File: src/design/asymmetric_extremum_chunker_defines.svh
// Assertion macros shared by the chunker modules
`ifndef ASYMMETRIC_EXTREMUM_CHUNKER_DEFINES_SVH
`define ASYMMETRIC_EXTREMUM_CHUNKER_DEFINES_SVH

// same-cycle implication, checked out of reset
`define AEC_ASSERT_NOW(label, ante, cons, msg) \
  label: assert property (@(posedge clk_i) disable iff (!rst_ni) (ante) |-> (cons)) \
    else $error(msg);

// next-cycle implication, checked out of reset
`define AEC_ASSERT_NEXT(label, ante, cons, msg) \
  label: assert property (@(posedge clk_i) disable iff (!rst_ni) (ante) |=> (cons)) \
    else $error(msg);

`endif

File: src/design/aec_pkg.sv
// Types and constants of the asymmetric extremum chunker
package aec_pkg;

  localparam int unsigned QUEUE_DEPTH = 2;
  localparam int unsigned OUT_POS_W   = 48;
  localparam int unsigned CNT_W       = 32;
  localparam int unsigned WIN_W       = 16;
  localparam logic [WIN_W-1:0] WIN_RESET = 16'd256;
  localparam logic [CNT_W-1:0] CNT_MAX   = '1;

  typedef enum logic {
    OP_BYTE,
    OP_EOS
  } op_kind_e;

  typedef struct packed {
    op_kind_e   kind;
    logic [7:0] data;
  } op_t;

  typedef struct packed {
    logic                 has_chunk;
    logic [CNT_W-1:0]     chunk_index;
    logic [OUT_POS_W-1:0] begin_pos;
    logic [OUT_POS_W-1:0] end_pos;
    logic                 is_final;
    logic [CNT_W-1:0]     total_chunks;
    logic [OUT_POS_W-1:0] stream_length;
  } res_t;

endpackage

File: src/design/aec_front.sv
// Front end: takes input words and classifies them into queue operations
module aec_front (
  input  logic          clk_i,
  input  logic          rst_ni,
  input  logic          in_valid_i,
  output logic          in_ready_o,
  input  logic [7:0]    data_byte_i,
  input  logic          end_of_stream_i,
  output logic          op_valid_o,
  input  logic          op_ready_i,
  output aec_pkg::op_t  op_o
);
  import aec_pkg::*;

  logic valid_q, valid_d;
  op_t  op_q, op_d;
  logic take;

  assign in_ready_o = !valid_q || op_ready_i;
  assign take       = in_valid_i && in_ready_o;

  always_comb begin
    valid_d = valid_q;
    op_d    = op_q;
    if (take) begin
      valid_d = 1'b1;
      op_d.kind = end_of_stream_i ? OP_EOS : OP_BYTE;
      op_d.data = end_of_stream_i ? 8'd0 : data_byte_i;
    end else if (op_ready_i) begin
      valid_d = 1'b0;
    end
  end

  always_ff @(posedge clk_i or negedge rst_ni) begin
    if (!rst_ni) begin
      valid_q <= 1'b0;
    end else begin
      valid_q <= valid_d;
    end
  end

  always_ff @(posedge clk_i) begin
    op_q <= op_d;
  end

  assign op_valid_o = valid_q;
  assign op_o       = op_q;

endmodule

File: src/design/aec_fifo.sv
// Short operation queue between front and back
module aec_fifo (
  input  logic          clk_i,
  input  logic          rst_ni,
  input  logic          push_valid_i,
  output logic          push_ready_o,
  input  aec_pkg::op_t  push_op_i,
  output logic          pop_valid_o,
  input  logic          pop_ready_i,
  output aec_pkg::op_t  pop_op_o
);
  import aec_pkg::*;
  `include "asymmetric_extremum_chunker_defines.svh"

  localparam int unsigned PTR_W = (QUEUE_DEPTH > 1) ? $clog2(QUEUE_DEPTH) : 1;
  localparam int unsigned CNT_QW = $clog2(QUEUE_DEPTH + 1);

  op_t              mem_q [QUEUE_DEPTH];
  logic [PTR_W-1:0] wr_ptr_q, wr_ptr_d, rd_ptr_q, rd_ptr_d;
  logic [CNT_QW-1:0] count_q, count_d;
  logic push, pop;

  assign push_ready_o = count_q != CNT_QW'(QUEUE_DEPTH);
  assign pop_valid_o  = count_q != '0;
  assign push         = push_valid_i && push_ready_o;
  assign pop          = pop_valid_o && pop_ready_i;
  assign pop_op_o     = mem_q[rd_ptr_q];

  always_comb begin
    wr_ptr_d = wr_ptr_q;
    rd_ptr_d = rd_ptr_q;
    count_d  = count_q;
    if (push) begin
      wr_ptr_d = (wr_ptr_q == PTR_W'(QUEUE_DEPTH - 1)) ? '0 : wr_ptr_q + 1'b1;
    end
    if (pop) begin
      rd_ptr_d = (rd_ptr_q == PTR_W'(QUEUE_DEPTH - 1)) ? '0 : rd_ptr_q + 1'b1;
    end
    case ({push, pop})
      2'b10:   count_d = count_q + 1'b1;
      2'b01:   count_d = count_q - 1'b1;
      default: count_d = count_q;
    endcase
  end

  always_ff @(posedge clk_i or negedge rst_ni) begin
    if (!rst_ni) begin
      wr_ptr_q <= '0;
      rd_ptr_q <= '0;
      count_q  <= '0;
    end else begin
      wr_ptr_q <= wr_ptr_d;
      rd_ptr_q <= rd_ptr_d;
      count_q  <= count_d;
    end
  end

  always_ff @(posedge clk_i) begin
    if (push) begin
      mem_q[wr_ptr_q] <= push_op_i;
    end
  end

  `AEC_ASSERT_NOW(a_fifo_bound, 1'b1, count_q <= CNT_QW'(QUEUE_DEPTH), "queue overfilled")
  `AEC_ASSERT_NEXT(a_fifo_track, push && !pop, count_q == $past(count_q) + 1'b1, "queue count lost a word")

endmodule

File: src/design/aec_back.sv
// Back end: chunking state, cut decision and result register
module aec_back #(
  parameter int unsigned POS_WIDTH = 48
) (
  input  logic                        clk_i,
  input  logic                        rst_ni,
  input  logic                        cfg_valid_i,
  output logic                        cfg_ready_o,
  input  logic [aec_pkg::WIN_W-1:0]   cfg_window_width_i,
  input  logic                        op_valid_i,
  output logic                        op_ready_o,
  input  aec_pkg::op_t                op_i,
  output logic                        out_valid_o,
  input  logic                        out_ready_i,
  output aec_pkg::res_t               res_o
);
  import aec_pkg::*;
  `include "asymmetric_extremum_chunker_defines.svh"

  localparam logic [POS_WIDTH-1:0] POS_MAX = '1;

  function automatic logic [OUT_POS_W-1:0] out_pos(logic [POS_WIDTH-1:0] v);
    logic [63:0] w;
    w = 64'(v);
    return w[OUT_POS_W-1:0];
  endfunction

  logic [WIN_W-1:0]     window_q;
  logic [POS_WIDTH-1:0] byte_count_q, byte_count_d;
  logic [7:0]           max_value_q, max_value_d;
  logic [POS_WIDTH-1:0] max_pos_q, max_pos_d;
  logic [POS_WIDTH-1:0] chunk_begin_q, chunk_begin_d;
  logic [CNT_W-1:0]     chunk_counter_q, chunk_counter_d;
  logic                 chunk_open_q, chunk_open_d;
  logic                 out_valid_q, out_valid_d;
  res_t                 res_q, res_d;

  logic                 take, sat, start, raise, cut;
  logic [POS_WIDTH-1:0] pos, ref_pos;
  logic [CNT_W-1:0]     cnt_inc;

  assign cfg_ready_o = 1'b1;
  assign op_ready_o  = !out_valid_q || out_ready_i;
  assign take        = op_valid_i && op_ready_o;

  assign sat     = byte_count_q == POS_MAX;
  assign pos     = sat ? POS_MAX - 1'b1 : byte_count_q;
  assign start   = !chunk_open_q;
  assign raise   = chunk_open_q && (op_i.data > max_value_q);
  assign ref_pos = start ? pos : max_pos_q;
  assign cut     = !raise && ((pos - ref_pos) == POS_WIDTH'(window_q));
  assign cnt_inc = (chunk_counter_q == CNT_MAX) ? CNT_MAX : chunk_counter_q + 1'b1;

  always_comb begin
    byte_count_d    = byte_count_q;
    max_value_d     = max_value_q;
    max_pos_d       = max_pos_q;
    chunk_begin_d   = chunk_begin_q;
    chunk_counter_d = chunk_counter_q;
    chunk_open_d    = chunk_open_q;
    out_valid_d     = out_valid_q && !out_ready_i;
    res_d           = res_q;
    if (take) begin
      unique case (op_i.kind)
        OP_EOS: begin
          out_valid_d         = 1'b1;
          res_d.is_final      = 1'b1;
          res_d.stream_length = out_pos(byte_count_q);
          if (chunk_open_q) begin
            res_d.has_chunk    = 1'b1;
            res_d.chunk_index  = chunk_counter_q;
            res_d.begin_pos    = out_pos(chunk_begin_q);
            res_d.end_pos      = out_pos(byte_count_q - 1'b1);
            res_d.total_chunks = cnt_inc;
          end else begin
            res_d.has_chunk    = 1'b0;
            res_d.chunk_index  = '0;
            res_d.begin_pos    = '0;
            res_d.end_pos      = '0;
            res_d.total_chunks = chunk_counter_q;
          end
          byte_count_d    = '0;
          max_value_d     = '0;
          max_pos_d       = '0;
          chunk_begin_d   = '0;
          chunk_counter_d = '0;
          chunk_open_d    = 1'b0;
        end
        OP_BYTE: begin
          if (!sat) begin
            byte_count_d = byte_count_q + 1'b1;
          end
          if (cut) begin
            out_valid_d         = 1'b1;
            res_d.has_chunk     = 1'b1;
            res_d.chunk_index   = chunk_counter_q;
            res_d.begin_pos     = out_pos(start ? pos : chunk_begin_q);
            res_d.end_pos       = out_pos(pos);
            res_d.is_final      = 1'b0;
            res_d.total_chunks  = '0;
            res_d.stream_length = '0;
            chunk_counter_d     = cnt_inc;
            chunk_open_d        = 1'b0;
            max_value_d         = '0;
            max_pos_d           = '0;
            chunk_begin_d       = '0;
          end else if (start) begin
            chunk_open_d  = 1'b1;
            chunk_begin_d = pos;
            max_value_d   = op_i.data;
            max_pos_d     = pos;
          end else if (raise) begin
            max_value_d = op_i.data;
            max_pos_d   = pos;
          end
        end
        default: begin
          out_valid_d = out_valid_q && !out_ready_i;
        end
      endcase
    end
  end

  always_ff @(posedge clk_i or negedge rst_ni) begin
    if (!rst_ni) begin
      window_q        <= WIN_RESET;
      byte_count_q    <= '0;
      max_value_q     <= '0;
      max_pos_q       <= '0;
      chunk_begin_q   <= '0;
      chunk_counter_q <= '0;
      chunk_open_q    <= 1'b0;
      out_valid_q     <= 1'b0;
    end else begin
      if (cfg_valid_i) begin
        window_q <= cfg_window_width_i;
      end
      byte_count_q    <= byte_count_d;
      max_value_q     <= max_value_d;
      max_pos_q       <= max_pos_d;
      chunk_begin_q   <= chunk_begin_d;
      chunk_counter_q <= chunk_counter_d;
      chunk_open_q    <= chunk_open_d;
      out_valid_q     <= out_valid_d;
    end
  end

  always_ff @(posedge clk_i) begin
    res_q <= res_d;
  end

  assign out_valid_o = out_valid_q;
  assign res_o       = res_q;

  `AEC_ASSERT_NOW(a_cut_has_chunk, out_valid_q && !res_q.is_final, res_q.has_chunk, "cut word without chunk")
  `AEC_ASSERT_NEXT(a_eos_clears, take && op_i.kind == OP_EOS, byte_count_q == '0 && !chunk_open_q, "stream state not cleared")

endmodule

File: src/design/asymmetric_extremum_chunker.sv
// Top level of the asymmetric extremum content-defined chunker
// Usage:
//  - Input channel (in_valid_i/in_ready_o) takes one word per cycle while in_ready_o is
//    high: a stream byte, or an end-of-stream marker when end_of_stream_i is high.
//  - Output channel (out_valid_o/out_ready_i) gives a word for every chunk cut and
//    one final word per end-of-stream marker with the stream totals.
//  - Config channel (cfg_valid_i/cfg_ready_o) sets the cut distance; always ready.
//    Write it only while the chunker is idle.
//  - Path: an input word passes the front register, the queue and the back result register;
//    the result is presented from that register and can be taken at the next edge.
//  - Throughput: one word per cycle unless a result waits with out_ready_i low; the
//    compare and subtract in the back end are combinational.
//  - Reset clears the stream state and sets the cut distance to 256.
//  - If the receiver stalls, the result register holds, the two-entry queue and the
//    front register fill, then in_ready_o drops; nothing is lost.
module asymmetric_extremum_chunker #(
  parameter int unsigned POS_WIDTH = 48
) (
  input  logic        clk_i,
  input  logic        rst_ni,
  input  logic        cfg_valid_i,
  output logic        cfg_ready_o,
  input  logic [15:0] cfg_window_width_i,
  input  logic        in_valid_i,
  output logic        in_ready_o,
  input  logic [7:0]  data_byte_i,
  input  logic        end_of_stream_i,
  output logic        out_valid_o,
  input  logic        out_ready_i,
  output logic        has_chunk_o,
  output logic [31:0] chunk_index_o,
  output logic [47:0] begin_pos_o,
  output logic [47:0] end_pos_o,
  output logic        is_final_o,
  output logic [31:0] total_chunks_o,
  output logic [47:0] stream_length_o
);
  import aec_pkg::*;

  logic front_valid, front_ready, q_valid, q_ready;
  op_t  front_op, q_op;
  res_t res;

  aec_front u_front (
    .clk_i           (clk_i),
    .rst_ni          (rst_ni),
    .in_valid_i      (in_valid_i),
    .in_ready_o      (in_ready_o),
    .data_byte_i     (data_byte_i),
    .end_of_stream_i (end_of_stream_i),
    .op_valid_o      (front_valid),
    .op_ready_i      (front_ready),
    .op_o            (front_op)
  );

  aec_fifo u_fifo (
    .clk_i        (clk_i),
    .rst_ni       (rst_ni),
    .push_valid_i (front_valid),
    .push_ready_o (front_ready),
    .push_op_i    (front_op),
    .pop_valid_o  (q_valid),
    .pop_ready_i  (q_ready),
    .pop_op_o     (q_op)
  );

  aec_back #(
    .POS_WIDTH (POS_WIDTH)
  ) u_back (
    .clk_i              (clk_i),
    .rst_ni             (rst_ni),
    .cfg_valid_i        (cfg_valid_i),
    .cfg_ready_o        (cfg_ready_o),
    .cfg_window_width_i (cfg_window_width_i),
    .op_valid_i         (q_valid),
    .op_ready_o         (q_ready),
    .op_i               (q_op),
    .out_valid_o        (out_valid_o),
    .out_ready_i        (out_ready_i),
    .res_o              (res)
  );

  assign has_chunk_o     = res.has_chunk;
  assign chunk_index_o   = res.chunk_index;
  assign begin_pos_o     = res.begin_pos;
  assign end_pos_o       = res.end_pos;
  assign is_final_o      = res.is_final;
  assign total_chunks_o  = res.total_chunks;
  assign stream_length_o = res.stream_length;

endmodule
File: config.mk
export PLATFORM = sky130hd
export DESIGN_NAME = asymmetric_extremum_chunker
export DESIGN_NICKNAME = d
export VERILOG_FILES = /design/src/design/aec_pkg.sv /design/src/design/aec_front.sv /design/src/design/aec_fifo.sv /design/src/design/aec_back.sv /design/src/design/asymmetric_extremum_chunker.sv
export VERILOG_INCLUDE_DIRS = /design/src /design/src/design
export SDC_FILE = /design/constraint.sdc
export NUM_CORES = 1
export LEC_CHECK = 0
export BUFFER_PORTS_ARGS = -buffer_cell sky130_fd_sc_hd__buf_2
export CAP_MARGIN = 20
export CORE_UTILIZATION = 25
export DETAILED_ROUTE_END_ITERATION = 10
export PLACE_DENSITY = 0.44
export SLEW_MARGIN = 10
export SYNTH_ARGS = -nofsm -noshare
export SYNTH_HDL_FRONTEND = slang
export SYNTH_SLANG_ARGS = --single-unit
File: constraint.sdc
create_clock -name clk_i -period 17.9 [get_ports clk_i]
set_clock_uncertainty 0.1 [all_clocks]
set_input_delay 0.895 -clock clk_i [delete_from_list [all_inputs] [get_ports clk_i]]
set_output_delay 0.895 -clock clk_i [all_outputs]
set_load 0.005 [all_outputs]
After elaboration in Yosys (flattened, before gate mapping)
Memories as Yosys holds them, arrays and structs flattened. Cells that the tools add are included.

Add/subtract/negate cells: 8. $lt $le $gt $ge: 1. Equality and inequality tests: 9. Muxes and demuxes: 35. Bitwise operators: 1. Reductions and logical operators: 18.

Operators with widths (number): 210-bit case mux with 2 select lines (1); 48-bit 2-to-1 mux (8); 48-bit case mux with 2 select lines (3); 210-bit 2-to-1 mux (1); 129-bit 2-to-1 mux (1); 32-bit 2-to-1 mux (3); 32-bit case mux with 2 select lines (1); 48-bit by 1-bit adder with 48-bit output, second input constant (1); 48-bit by 16-bit == test with 1-bit output (1); 48-bit == test, second input constant (1); 48-bit by 1-bit subtractor with 48-bit output, second input constant (1); 48-bit subtractor (1); 32-bit by 1-bit adder with 32-bit output, second input constant (1); 32-bit == test, second input constant (1); 8-bit 2-to-1 mux (3); 8-bit case mux with 2 select lines (1); 1-bit 2-to-1 mux (10); 8-bit > comparator (1); 1-bit logical AND (6); 2-bit AND reduction (3); 2-bit nonzero test (3); 1-bit logical NOT (4); 2-bit != test, second input constant (2); 4-bit != test, second input constant (1); 10 further kinds (13).

Flip-flop bits (word level): 426. Bits in writable memories: 18. Output and inout bits: 213. Word-level logic and storage cells: 94. Memories kept: 1.

Memories: u_fifo.mem_q (words 2, width 9, read ports 1, clocked after memory_dff 0, write ports 1, line aec_fifo.sv:18) `op_t mem_q [QUEUE_DEPTH];`.

Logic depth before layout (Yosys ltp)
Gate-level depths: netlist of the first run.

Word-level depth: 9. Mapped depth: 25. Mapped depth without buffers: 23.

Modules after synthesis
From an unflattened synthesis of the first run, not the netlist that was laid out.

Cell total of the unflattened synthesis: 2625. Area total of the unflattened synthesis: 25730.9 µm².

Modules (own cells, without submodules): aec_back (instances 1, cells each 2559, area each 24514.8 µm², sequential area each 11362.1 µm²); aec_fifo (instances 1, cells each 45, area each 842.1 µm², sequential area each 640.6 µm²); aec_front (instances 1, cells each 21, area each 374.1 µm², sequential area each 295.3 µm²).

Worst setup path after synthesis of the first run
No wires, ideal clock.

Path type: reg2reg. From: register u_back.chunk_open_q. To: register u_back.res_q, in the netlist u_back.res_o[0] (enable). Setup time: 784 ps. Arrival: 13453 ps. Data required time: 17016 ps. Path slack: 3563 ps. Stages on the path, launching flop included: 23. Buffers on the path: 6. Cell sequence: dfrtp_1 > buf_2 > buf_2 > buf_2 > clkbuf_1 > clkbuf_1 > clkbuf_1 > a21o_1 > ha_1 > inv_1 > ha_1 > xor2_1 > nor2_1 > o2111a_1 > o2111ai_1 > or4_1 > a2111oi_0 > o2111ai_1 > nor4_1 > nand4_1 > nor4b_2 > nor2_1 > nor2_1.

Cells in the longest elaborated chain, start to end: 6.

Ends and longest elaborated chain: start: declaration (line aec_back.sv:34) `logic chunk_open_q, chunk_open_d;`; start signal: assignment (line aec_back.sv:143) `chunk_open_q <= chunk_open_d;`; 48-bit 2-to-1 mux (line aec_back.sv:50) `assign ref_pos = start ? pos : max_pos_q;`; 48-bit subtractor (line aec_back.sv:51) `assign cut = !raise && ((pos - ref_pos) == POS_WIDTH'(window_q));`; 48-bit by 16-bit == test with 1-bit output (line aec_back.sv:51); 1-bit logical AND (*) (line aec_back.sv:51); 2-bit by 1-bit != test with 1-bit output (no line) (*); 2-bit AND reduction (no line) (*); end signal: assignment (line aec_back.sv:149) `res_q <= res_d;`; end: declaration (line aec_back.sv:36) `res_t res_q, res_d;`.

Every way passes the cells marked *; elsewhere a longest branch is shown, timed or not. A chain may end at the register's enable or synchronous reset.

Worst setup path after layout of the first run
From: register u_back.chunk_open_q. To: register u_back.res_q, in the netlist u_back.res_o[142] (enable).

The elaborated chain is that of the path after synthesis.

==> flow_metrics.env, run 1 <==
export IMPL_synth_nets=2715
export IMPL_start_util_pct=25.4
export IMPL_cpPeakStageDelay_ns=0.75
export IMPL_cp_required_ns=18.03
export IMPL_cts_tree="built"
export IMPL_setup_viol=0
export IMPL_clk_pin_slew_ns=0.06
export IMPL_dr_first_iter_drc_count=1710
export IMPL_final_hold_viol_count=0
export IMPL_drc_errors=0
export IMPL_cts_root_buf="clkbuf_16"
export IMPL_crit_family="simple AND/OR/NAND/NOR gates"
export IMPL_min_period_over_period_pct=55.2
export IMPL_relSlewSlack_pct=18.3
export IMPL_ctsHoldBuffers=0
export IMPL_cp_num_buf_inv=5
export IMPL_tns_ns=0
export IMPL_grt_setup_unrepaired="false"
export IMPL_grt_use_total_pct=19.3
export IMPL_nets=2831
export IMPL_slowest_stage="buf_4"
export IMPL_pin_count=243
export IMPL_postSynth_asyncResetShare_pct=46.6
export IMPL_antenna_found_initial=2
export IMPL_layout_commonest_cell="nand2_1"
export IMPL_syn_area_mm2=0.0252
export IMPL_fin_crit_ns=9.87
export IMPL_worst_pin_slew_ns=1.22
export IMPL_synth_seq_area_share_pct=48.9
export IMPL_synth_lib_cells_used_distinct=89
export IMPL_synth_seq_cells=444
export IMPL_r2r_cells=20
export IMPL_startpoint_type="register"
export IMPL_portBuffers=241
export IMPL_ant_nets=0
export IMPL_fill_cells=10300
export IMPL_synth_avg_cell_area_um2=9.58
export IMPL_drt_wl_total_um=101000
export IMPL_drtPass1Iterations=6
export IMPL_synth_ff_type="edfxtp_1"
export IMPL_postLayoutCoreUtil_pct=29.6
export IMPL_fmax_mhz=101
export IMPL_cts_buffer_depth=3
export IMPL_place_hpwl_um=75900
export IMPL_worstPathMaxFanout=66
export IMPL_drive_gt1_share_pct=16.0
export IMPL_power_leakage_nw=12.0
export IMPL_wire_per_inst_um=24.7
export IMPL_finalPower_mw=4.52
export IMPL_drv_slew=0
export IMPL_die_area_mm2=0.102
export IMPL_netlist_instances=2626
export IMPL_grt_pass1_vias=21400
export IMPL_htree_levels=2
export IMPL_grt_max_degree=156
export IMPL_cap_violations=0
export IMPL_endpoint_kind="register"
export IMPL_power_per_cell_area_mw_per_mm2=154
export IMPL_vias=21600
export IMPL_yosys_warnings=0
export IMPL_dieHeight_um=319
export IMPL_min_path_type="in -> async"
export IMPL_crit_type="reg -> reg"
export IMPL_crit_chain="inv_2 -> buf_4 -> nand2_1 -> a21boi_0 -> ha_1 -> nand4_1 -> nor3_1 -> nand4_1 -> a21oi_1 -> or2_1 -> o31a_1 -> xnor2_1 -> o211ai_1 -> or4b_1 -> nor4b_2 -> nor2_1 -> nor2_4 -> buf_4 -> buf_12 -> buf_4"
export IMPL_core_mm2=0.0990
export IMPL_overflow=0
export IMPL_die_w_um=319
export IMPL_final_cell_mix="nand2_1 (324), buf_2 (241), edfxtp_1 (237)"
export IMPL_grt_pass1_wl_um=147000
export IMPL_area_growth_synth_to_final_pct=16.5
export IMPL_cts_inserted_buffers=53
export IMPL_rows=115
export IMPL_holdWs_ns=0.232
export IMPL_status="completed"
export IMPL_critPathMostFrequentCell="buf_4"
export IMPL_gp_congestion=0.952
export IMPL_numClockSinks=444
export IMPL_clock_latency_ns=0.63
export IMPL_arrival_ns=10.01
export IMPL_ctsResizeCount=0
export IMPL_synth_enable_flop_cells=237
export IMPL_irDropWorstVdd_mv=0.112
export IMPL_viasPerCell=5.29
export IMPL_path_depth=20
export IMPL_post_cts_buffers=0
==> layer usage <==
layer | GRT usage [%] | vias to the layer above | routed length, um
li1 | - | 9884 | -
met1 | 26.7 | 10800 | 46300
met2 | 31.2 | 726 | 46500
met3 | 2.31 | 137 | 4830
met4 | 6.56 | 0 | 3170
met5 | 0 | - | 0
==> kinds of logic (layout without fill, tap and decap cells) <==
family / Yosys count / in the layout / synth area share [%]
AND/OR/NAND/NOR: 983 / 983 / 19.2
AO/OA/AOI/OAI: 743 / 743 / 20.1
flip-flops: 444 / 444 / 48.9
buffers and inverters: 277 / 438 / 4.31
XOR/XNOR: 83 / 83 / 2.95
adder cells (fa/ha/maj): 59 / 59 / 2.94
multiplexers: 36 / 36 / 1.57
other: 1 / 3 / 0.0149
==> cell type report <==
class	count	area [um2]	share of cell area (%)
timing repair buffer	288	1600	5.47
clock inverter	26	272	0.927
multi-input combinational	1905	11800	40.4
inverter	50	190	0.649
tap	1287	1610	5.50
antenna	2	5.00	0.0171
clock buffer	74	1480	5.05
sequential	444	12300	42.0
==> path summary, 6_finish.rpt <==
path / start / endpoint / slack [ns]
worst max register to register: u_back.chunk_open_q / u_back.res_o[142] / 8.03
worst min register to register: u_front.op_o[5] / u_fifo.mem_q[1][5] / 0.35
min in group clk_i: u_front.op_o[5] / u_fifo.mem_q[1][5] / 0.35
worst max-delay path: u_back.chunk_open_q / u_back.res_o[142] / 8.03
worst min-delay path: rst_ni / u_back.chunk_counter_q[5] / 0.23
max in group asynchronous: rst_ni / u_back.max_pos_q[24] / 15.24
==> Yosys cell counts (6+ instances only) <==
cell type,number,area [um2]
a211o_1,6,52.6
a211oi_1,30,225
a21boi_0,51,383
a21o_1,39,293
a21oi_1,140,701
a22o_1,48,420
a311oi_1,9,78.8
a31oi_1,18,113
a32oi_1,7,61.3
and2_1,59,369
and3_1,27,169
and4_1,9,78.8
buf_1,8,30.0
buf_2,20,100
clkbuf_1,196,736
dfrtp_1,206,5150
edfxtp_1,237,7120
ha_1,59,738
inv_1,50,188
mux2_2,28,315
mux2i_1,8,80.1
nand2_1,324,1220
nand2b_1,17,106
nand3_1,74,370
nand3b_1,9,67.6
nand4_1,54,338
nor2_1,205,769
nor2b_1,42,263
nor3_1,49,245
nor4_1,27,169
o2111ai_1,12,105
o211ai_1,20,150
o21a_1,14,105
o21ai_0,175,876
o21ai_1,10,50.1
o21bai_1,8,60.1
o22ai_1,12,75.1
o2bb2ai_1,48,420
o31ai_1,25,188
o41ai_1,13,114
or2_2,10,62.6
or3_1,41,257
or4_1,10,75.1
xnor2_1,31,272
xor2_1,50,438
==> where the power goes <==
part | switching [mW] | leakage, nW | internal [mW]
Sequential | 0.142 | 5.15 | 1.40
Clock | 0.447 | 0.840 | 0.637
Combinational | 1.32 | 6.04 | 0.577
==> metrics by stage <==
stage          cell area (um2)  worst slack [ns]  cells
6_report                 29300              8.03   4076
5_1_grt                  29300              7.46   4074
4_1_cts                  29300              7.82   4073
3_5_place_dp             27500              7.84   3973
3_3_place_gp             27500              7.99   3972
2_1_floorplan            25200              3.56   2626
==> flip-flops by register name (all words and copies together), names as in the netlist <==
| signal | cells |
|---|---|
| u_back.byte_count_q | 48 |
| u_back.chunk_begin_q | 48 |
| u_back.chunk_counter_q | 32 |
| u_back.chunk_open_q | 1 |
| u_back.max_pos_q | 48 |
| u_back.max_value_q | 8 |
| u_back.out_valid_o | 1 |
| u_back.res_o | 210 |
| u_back.window_q | 16 |
| u_fifo.count_q | 2 |
| u_fifo.mem_q | 18 |
| u_fifo.rd_ptr_q | 1 |
| u_fifo.wr_ptr_q | 1 |
| u_front.op_o | 9 |
| u_front.op_valid_o | 1 |
(Power assumes the default switching activity.)
==> run 2, diff against run 1 <==
PLACE_DENSITY = 0.46   (was 0.44)
clock period = 8.5 ns   (was 17.9 ns; I/O delays follow)
==> run 2 against run 1 <==
  * Non-clock buffer count up 66
  * Largest cell class unchanged
  * Hold slack worse by 0.20 ns
  * Die area unchanged
  * Critical path type unchanged
  * Fmax up 32%
  * Largest power group unchanged
==> flow_metrics.env, run 2 (synthesis gave the netlist of run 1 again) <==
export IMPL_grt_pass1_vias=20700
export IMPL_clk_pin_slew_ns=0.06
export IMPL_p_comb_share_pct=41.9
export IMPL_drc_errors=0
export IMPL_nets=2894
export IMPL_cts_root_buf="clkbuf_16"
export IMPL_rows=115
export IMPL_place_hpwl_um=70400
export IMPL_startpoint="u_back.byte_count_q[34]"
export IMPL_worst_pin_slew_ns=1.10
export IMPL_dr_first_iter_drc_count=1827
export IMPL_multiInputGateArea_mm2=0.0118
export IMPL_grt_setup_unrepaired="false"
export IMPL_crit_end="u_back.res_o[163]"
export IMPL_wire_per_inst_um=22.8
export IMPL_seq_area_mm2=0.0123
export IMPL_drive_gt1_share_pct=17.4
export IMPL_die_w_um=319
export IMPL_fin_crit_ns=7.49
export IMPL_grt_pass1_wl_um=140000
export IMPL_grt_use_total_pct=18.1
export IMPL_endpoint_kind="register"
export IMPL_status="completed"
export IMPL_min_period_over_period_pct=88.1
export IMPL_final_hold_viol_count=0
export IMPL_irDropWorstVdd_mv=0.195
export IMPL_crit_type="reg -> reg"
export IMPL_largest_reg_flops=210
export IMPL_intPower_mw=5.67
export IMPL_regToRegSetupSlack_ns=1.01
export IMPL_drv_slew=0
export IMPL_worstPathMaxFanout=26
export IMPL_start_util_pct=25.4
export IMPL_overflow=0
export IMPL_area_growth_synth_to_final_pct=19.1
export IMPL_r2r_cells=23
export IMPL_placed_cells=4019
export IMPL_ant_nets=0
export IMPL_startpoint_type="register"
export IMPL_setup_viol=0
export IMPL_r2r_start="u_back.byte_count_q[34]"
export IMPL_viasPerCell=5.17
export IMPL_antennaDiodeCount=0
export IMPL_cp_required_ns=8.70
export IMPL_arrival_ns=7.69
export IMPL_fmax_mhz=134
export IMPL_numClockSinks=444
export IMPL_power_leakage_nw=12.4
export IMPL_pin_count=243
export IMPL_vias=21400
export IMPL_relSlewSlack_pct=26.0
export IMPL_final_cells=4133
export IMPL_dieHeight_um=319
export IMPL_drtPass1Iterations=5
export IMPL_die_area_mm2=0.102
export IMPL_cts_tree="built"
export IMPL_cts_buffer_depth=3
export IMPL_min_path_type="in -> reg"
export IMPL_portBuffers=241
export IMPL_r2r_end="u_back.res_o[163]"
export IMPL_p_sw_mw=3.90
export IMPL_tns_ns=0
export IMPL_seqPwrFrac_pct=33.6
export IMPL_holdWs_ns=0.0345
export IMPL_core_mm2=0.0990
export IMPL_cts_inserted_buffers=50
export IMPL_min_path_cells=2
export IMPL_cap_violations=0
export IMPL_swShare_pct=40.7
export IMPL_antenna_found_initial=0
export IMPL_gp_congestion=0.947
export IMPL_grt_max_degree=90
export IMPL_drt_wl_total_um=94400
export IMPL_fill_cells=10400
export IMPL_finalPower_mw=9.57
export IMPL_layout_commonest_cell="nand2_1"
export IMPL_htree_levels=2
export IMPL_clock_latency_ns=0.61
export IMPL_power_per_cell_area_mw_per_mm2=319
export IMPL_power_frac_clock_pct=24.5
export IMPL_final_cell_mix="nand2_1 (324), buf_2 (240), edfxtp_1 (237)"
-- run 2: per-stage QoR --
stage / instance area [um2] / worst slack [ns] / utilization [%]
floorplan: 25200 / 0.0701 / -
finish: 30000 / 1.01 / 30.3
global route: 30000 / 0.572 / 30.3
detailed placement: 28000 / 1.04 / 28.3
global placement: 28000 / 1.28 / 28.3
CTS: 30000 / 1.01 / 30.3
-- run 2: area by class of cell --
cell class / count / area share, %
repair buffers: 354 / 7.57
multi-input cells: 1905 / 39.5
inverters: 50 / 0.635
well taps: 1287 / 5.38
clock inverters: 30 / 1.37
clock buffers: 63 / 4.48
flip-flops and latches: 444 / 41.1
-- run 2: what timing repair did --
| item | in CTS | in global routing |
|---|---|---|
| resized for setup | 0 | 0 |
| setup buffers | 0 | 0 |
| hold buffers | 21 | 0 |
| setup endpoints to repair | 0 | 0 |
| hold endpoints to repair | 107 | 0 |
-- run 2: worst min path at each step --
stage | end | startpoint
final | u_front.op_o[0] | data_byte_i[0]
after global routing | u_front.op_o[6] | data_byte_i[6]
after CTS | u_front.op_o[0] | data_byte_i[0]
after detailed placement | u_fifo.mem_q[1][5] | u_front.op_o[5]
after global placement | u_fifo.mem_q[1][6] | u_front.op_o[6]
after floorplan | u_back.byte_count_q[0] | rst_ni
-- run 2: routing by layer --
metal,up-vias,part of all wire [%],track usage [%]
met5,-,0,0
met4,0,2.3,4.58
met3,106,5.3,2.24
met2,666,47,29.5
met1,10600,46,25.2
li1,10000,-,-
-- run 2: power by group through the flow --
stage | registers (mW) | logic [mW] | clock network, mW
floorplan | 3.21 | 2.27 | 0
global placement | 3.28 | 4.04 | 0
detailed placement | 3.27 | 4.02 | 0
CTS | 3.24 | 4.04 | 2.40
global route | 3.27 | 4.33 | 2.47
finish | 3.22 | 4.01 | 2.34
-- run 2: worst max-delay path, stage by stage (launching register included) --
cell	delay, ns
dfrtp_1	0.64
nand4_2	0.25
nor4_4	0.56
nand4_1	0.45
nand2_1	0.29
nor2_1	0.09
a21o_1	0.19
ha_1	0.20
inv_1	0.07
ha_1	0.22
xor2_1	0.16
nor2_1	0.17
o2111a_1	0.21
o2111ai_1	0.11
or4_1	0.56
a2111oi_0	0.47
o2111ai_1	0.20
nor4_1	0.53
nand4_1	0.29
nor4b_2	0.59
nor2_1	0.17
nor2_4	0.19
buf_12	0.22
buf_12	0.21
